`src/hw/rtl/lm3d_ram.sv`:
```
// Generic simple dual-port RAM: one write port, one read port, registered read.
// No dependencies.
module lm3d_ram #(
  parameter int unsigned WIDTH = 16,
  parameter int unsigned DEPTH = 256
) (
  input  logic                     clk,
  input  logic                     wr_en,
  input  logic [$clog2(DEPTH)-1:0] wr_addr,
  input  logic [WIDTH-1:0]         wr_data,
  input  logic                     rd_en,
  input  logic [$clog2(DEPTH)-1:0] rd_addr,
  output logic [WIDTH-1:0]         rd_data
);

  logic [WIDTH-1:0] mem [DEPTH];

  always_ff @(posedge clk) begin
    if (wr_en) begin
      mem[wr_addr] <= wr_data;
    end
  end

  // hold the last read word while no read is issued
  always_ff @(posedge clk) begin
    if (rd_en) begin
      rd_data <= mem[rd_addr];
    end
  end

endmodule

```
`config.mk`:
```
export PLATFORM = sky130hd
export DESIGN_NAME = lm3d_ram
export DESIGN_NICKNAME = d
export VERILOG_FILES = /design/src/hw/rtl/lm3d_ram.sv
export SDC_FILE = /design/constraint.sdc
export NUM_CORES = 2
export LEC_CHECK = 0
export ABC_AREA = 1
export BUFFER_PORTS_ARGS = -buffer_cell sky130_fd_sc_hd__buf_2
export CAP_MARGIN = 20
export CORE_AREA = 2 2 647 649
export CTS_CLUSTER_DIAMETER = 120
export CTS_CLUSTER_SIZE = 14
export DETAILED_ROUTE_END_ITERATION = 6
export DIE_AREA = 0 0 649 651
export GPL_ROUTABILITY_DRIVEN = 0
export GPL_TIMING_DRIVEN = 1
export PLACE_DENSITY = 0.57
export SLEW_MARGIN = 5
export SYNTH_ARGS = -nofsm -noshare
export SYNTH_HDL_FRONTEND = slang
export SYNTH_SLANG_ARGS = --single-unit
export TNS_END_PERCENT = 20
```
`constraint.sdc`:
```
create_clock -name clk -period 3.1 [get_ports clk]
set_input_delay 0.62 -clock clk [delete_from_list [all_inputs] [get_ports clk]]
set_output_delay 0.62 -clock clk [all_outputs]
set_load 0.005 [all_outputs]
```
# Yosys cells after proc, flatten, opt, wreduce, memory -nomap -nowiden
# Memories as Yosys holds them, arrays and structs flattened. A register that Yosys moved wholly into a read port is not among the register bits.
# Index checks and enable logic that the tools add are counted.
dict set report word_totals {
  regBits 0
  ram_bits 4096
  inputBits 35
  output_inout_bits 16
  wordCells 3
  mem_count 1
}
# name words word_bits rd rd_clocked_by_memory_dff write_ports line
set mem_list {}
lappend mem_list {mem 256 16 1 1 1 16} ;# logic [WIDTH-1:0] mem [DEPTH];
dict set report op_classes {
  muxes 2
}
# cell n
set op_table {}
lappend op_table {{$mux W1} 2}

# Longest topological paths before layout
dict set report logic_depth {
  word_depth 2
  mapped_depth 15
  mapped_depth_nobuf 11
}

# Worst setup path before layout
# No wires, ideal clock.
dict set report synth_path {
  kind {input to register}
  from {in wr_en}
  to {mem mem[162][0] (enable)}
  setup_ns 0.388
  arrival_time_ns 2.072
  required_ns 2.712
  slack_ns 0.640
  cell_stages 4
  n_path_buf 2
  cell_sequence {clkbuf_1 -> nand3_1 -> clkbuf_1 -> nor2_1}
}
dict set report synth_between {
  elab_chain_cells 2
}
# element line
set synth_lines {}
lappend synth_lines {{from (decl)} 8} ;# input logic wr_en,
lappend synth_lines {{$mux W1} 19} ;# if (wr_en) begin
lappend synth_lines {{$mux W1 (implied by the code)} 20} ;# mem[wr_addr] <= wr_data;
lappend synth_lines {{to (decl)} 16}
# No other way between the ends.

==> summary.txt <==
Global routing
  • GR Util All Layers: 23.2%
  • First-pass GRT wire length: 726,000 um
  • Initial antenna violation count: 33
  • Met2 Use GR: between 30% and 40%
  • GR Util met1: 32.7%
  • Busiest grt layer: met2
  • Vias in the first global route: 102k
  • Met3 capacity usage during global routing: 3.35%
  • Largest net degree at the start of global routing: a little under 100
  • Total grt overflow: 0

Clocking
  • H-tree levels: 5
  • Worst-Skew Late Latency: around 970 ps
  • Postcts setup bufs: 0
  • TritonCTS clock tree: built
  • Root Driver: clkbuf_16
  • Clk sink count: 4,112
  • Clock buffer depth: 4
  • Clk slew on worst S/H paths: roughly 60 ps
  • CTS Buf Count: roughly 330

Synth
  • Gate Count Post-Synth: around 14k
  • Post-synth EDFFs: 4,112
  • Post-synth top flop: edfxtp_1
  • Syn Std Cell Area: 166,000 sq um
  • Synth Net Count: 13.7k
  • Cell type with the largest total area after synthesis: edfxtp_1
  • Top post-synthesis cells by area: edfxtp_1 (74%), nand3_1 (12%), nand2_1 (9.5%)
  • Share of the synthesized area in the top cell type: 74.4%
  • Post-synth top cells: nand2_1 (4,211), edfxtp_1 (4,112), nand3_1 (4,035), buf_2 (495), nor2_1 (283)
  • Async set-reset flop share out of synthesis: 0%
  • Cell with the most instances after synthesis: nand2_1
  • Distinct cell type count of the synthesized netlist: 14
  • Post-synthesis register bit count: 4,112
  • Avg Cell Area, Syn: 12.2 sq um
  • Register area share after synthesis: roughly three quarters
  • Ys Warns: 0

Routing
  • Drt pass-1 iters: 7
  • Drt total wl: 504,000 um
  • 1st-iter DRT viols: 13.4k
  • # DRC: 2
  • DR vias/cell: 5.50
  • Post-route ant nets: 0
  • Vias: 109k
  • Avg WL per Cell: approximately 25 um

Critical path
  • Signal arrival time at the worst endpoint: 3330 ps
  • CP Cell Sequence: buf_8 -> buf_4 -> buf_12 -> buf_4 -> buf_4 -> buf_4 -> nand3_1 -> nand3_1 -> nand3_1 -> nand3_1 -> nand3_1 -> nand3_1 -> nand2_1 -> nand2_1 -> nand2_1
  • CP Launch Type: primary input
  • Critical path endpoint category: flop
  • CP dominant cell by count: nand3_1
  • Combined buffer and inverter count along the critical path: 6
  • Max incr delay on CP: ~320 ps
  • FF-to-FF setup slack: roughly 690 ps
  • Critical Path RT: 3780 ps
  • Critical path's slowest cell: nand3_1
  • WS Path Type: primary input to flop
  • Top delay family on crit path: simple AND/OR/NAND/NOR gates
  • CP max FO: 14

Floorplan
  • Core area: between 400,000 and 500,000 sq um
  • Height of the chip: 651 um
  • Die area: 422,000 sq um
  • Die width: 649 um
  • # IOs: 51
  • Floorplan row count: roughly 240
  • Initial Utilization: 39.9%

Finish
  • Filler cells: 36.9k
  • P&R area growth vs syn: 14.4%
  • Layout cell share with drive strength beyond 1: 11.7%
  • Nets: between 10k and 15k
  • Post-route cell area: 190,000 sq um

Timing
  • Max Fclk: 0.376 GHz
  • Skew final: 41.7 ps
  • Min cycle time layout: approximately 2700 ps
  • Slew @ Worst Pin: 989 ps
  • Final critical-path share of the clock period: 85.8%
  • Final hold vios: 0
  • Slew Limit Fails: 0
  • Final setup viols: 0
  • RSZ-0062 raised after global routing: false
  • Slew headroom: 34.1%

Run status
  • Outcome: finished, violations left
  • Failing checks: design-rule violations

Place
  • Area after DPL: 181,000 sq um
  • PortBufs: 50
  • Final HPWL DP: 314,000 um

Power
  • Power Total: ~110 mW
  • Power Density: 570 nW/um^2
  • P_leak: 66.7 nW
  • VDD IR max: 0.461 mV

Flow run
  • Max-Cap Viols: 0

Min path
  • Hold Path Class: primary input to flop
## cells in the final DEF, fill, tap and decap left out, types with 2 or more instances in the layout
master / count
inv_8: 2
buf_4: 933
nor2_1: 252
inv_6: 11
buf_8: 19
clkbuf_16: 338
edfxtp_1: 4112
nand2_1: 4195
inv_1: 33
inv_16: 6
buf_12: 288
nor2_2: 31
clkinv_8: 6
nand3_1: 4035
diode_2: 23
buf_2: 28
nand2_2: 16
## power breakdown
group	switching (mW)	leakage, nW	internal [mW]	total, mW
combinational	5.83	25.4	2.49	8.32
clock	19.1	4.30	19.4	38.4
sequential	0.0827	37.0	61.3	61.3
total	25.0	66.7	83.1	108
## worst paths after layout
check                         start                    end  cells past startpoint
max                      rd_addr[1]   rd_data[8]$_DFFE_PP_                     15
min reg2reg  mem[154][12]$_DFFE_PP_  rd_data[12]$_DFFE_PP_                     10
max reg2reg   mem[93][12]$_DFFE_PP_  rd_data[12]$_DFFE_PP_                     10
min                      wr_data[7]  mem[194][7]$_DFFE_PP_                      1
## layer usage
layer,vias to the layer above,share of wire [%]
li1,49705,-
met2,4488,47
met5,-,0.0060
met1,54209,42
met3,715,8.1
met4,4,3.6
## registers in the layout, summed over array words and instances, names as in the netlist
name     cells
mem       4096
rd_data     16
## cells by family (layout without fill, tap and decap cells)
logic type | count (synthesis) | count (layout) | synth area share [%]
other | 0 | 23 | 0
buffers and inverters | 976 | 1669 | 3.21
and+or+nand+nor | 8529 | 8529 | 22.3
DFF | 4112 | 4112 | 74.4
## through the flow
step	instances	util (%)	setup TNS [ps]	setup slack, ps	hold slack [ps]
2_1_floorplan	13617	-	0	640	719
3_3_place_gp	19446	43.6	-4210	-402	912
3_5_place_dp	19446	43.6	-4130	-404	919
4_1_cts	19807	45.7	0	461	17.1
5_1_grt	19821	45.7	0	464	46.9
6_report	19830	45.7	0	441	65.5
## cell type report
cell class                 count  area, sq um  share of cell area [%]
clock buffer                 339         8460                    4.46
sequential                  4112       123000                    65.1
antenna                       23         57.6                  0.0303
tap                         5497         6880                    3.62
timing repair buffer        1270        13200                    6.97
clock inverter                21          274                   0.144
inverter                      39          199                   0.105
multi-input combinational   8529        37200                    19.6
## worst register-to-register path: stages (launching register included)
cell and delay (ps):
edfxtp_1 360, nand2_1 80, nand3_1 90, nand3_1 110
nand3_1 250, nand3_1 180, nand3_1 210, nand3_1 340
nand2_1 310, nand2_1 190, nand2_1 70
## repair_timing
action                                  4_1_cts  5_1_grt
resized for setup                             0        0
hold endpoints to repair                      9        0
endpoints found under the setup margin        0        0
hold buffers                                  1        0
No activity file was read; power rests on OpenSTA's default activity.
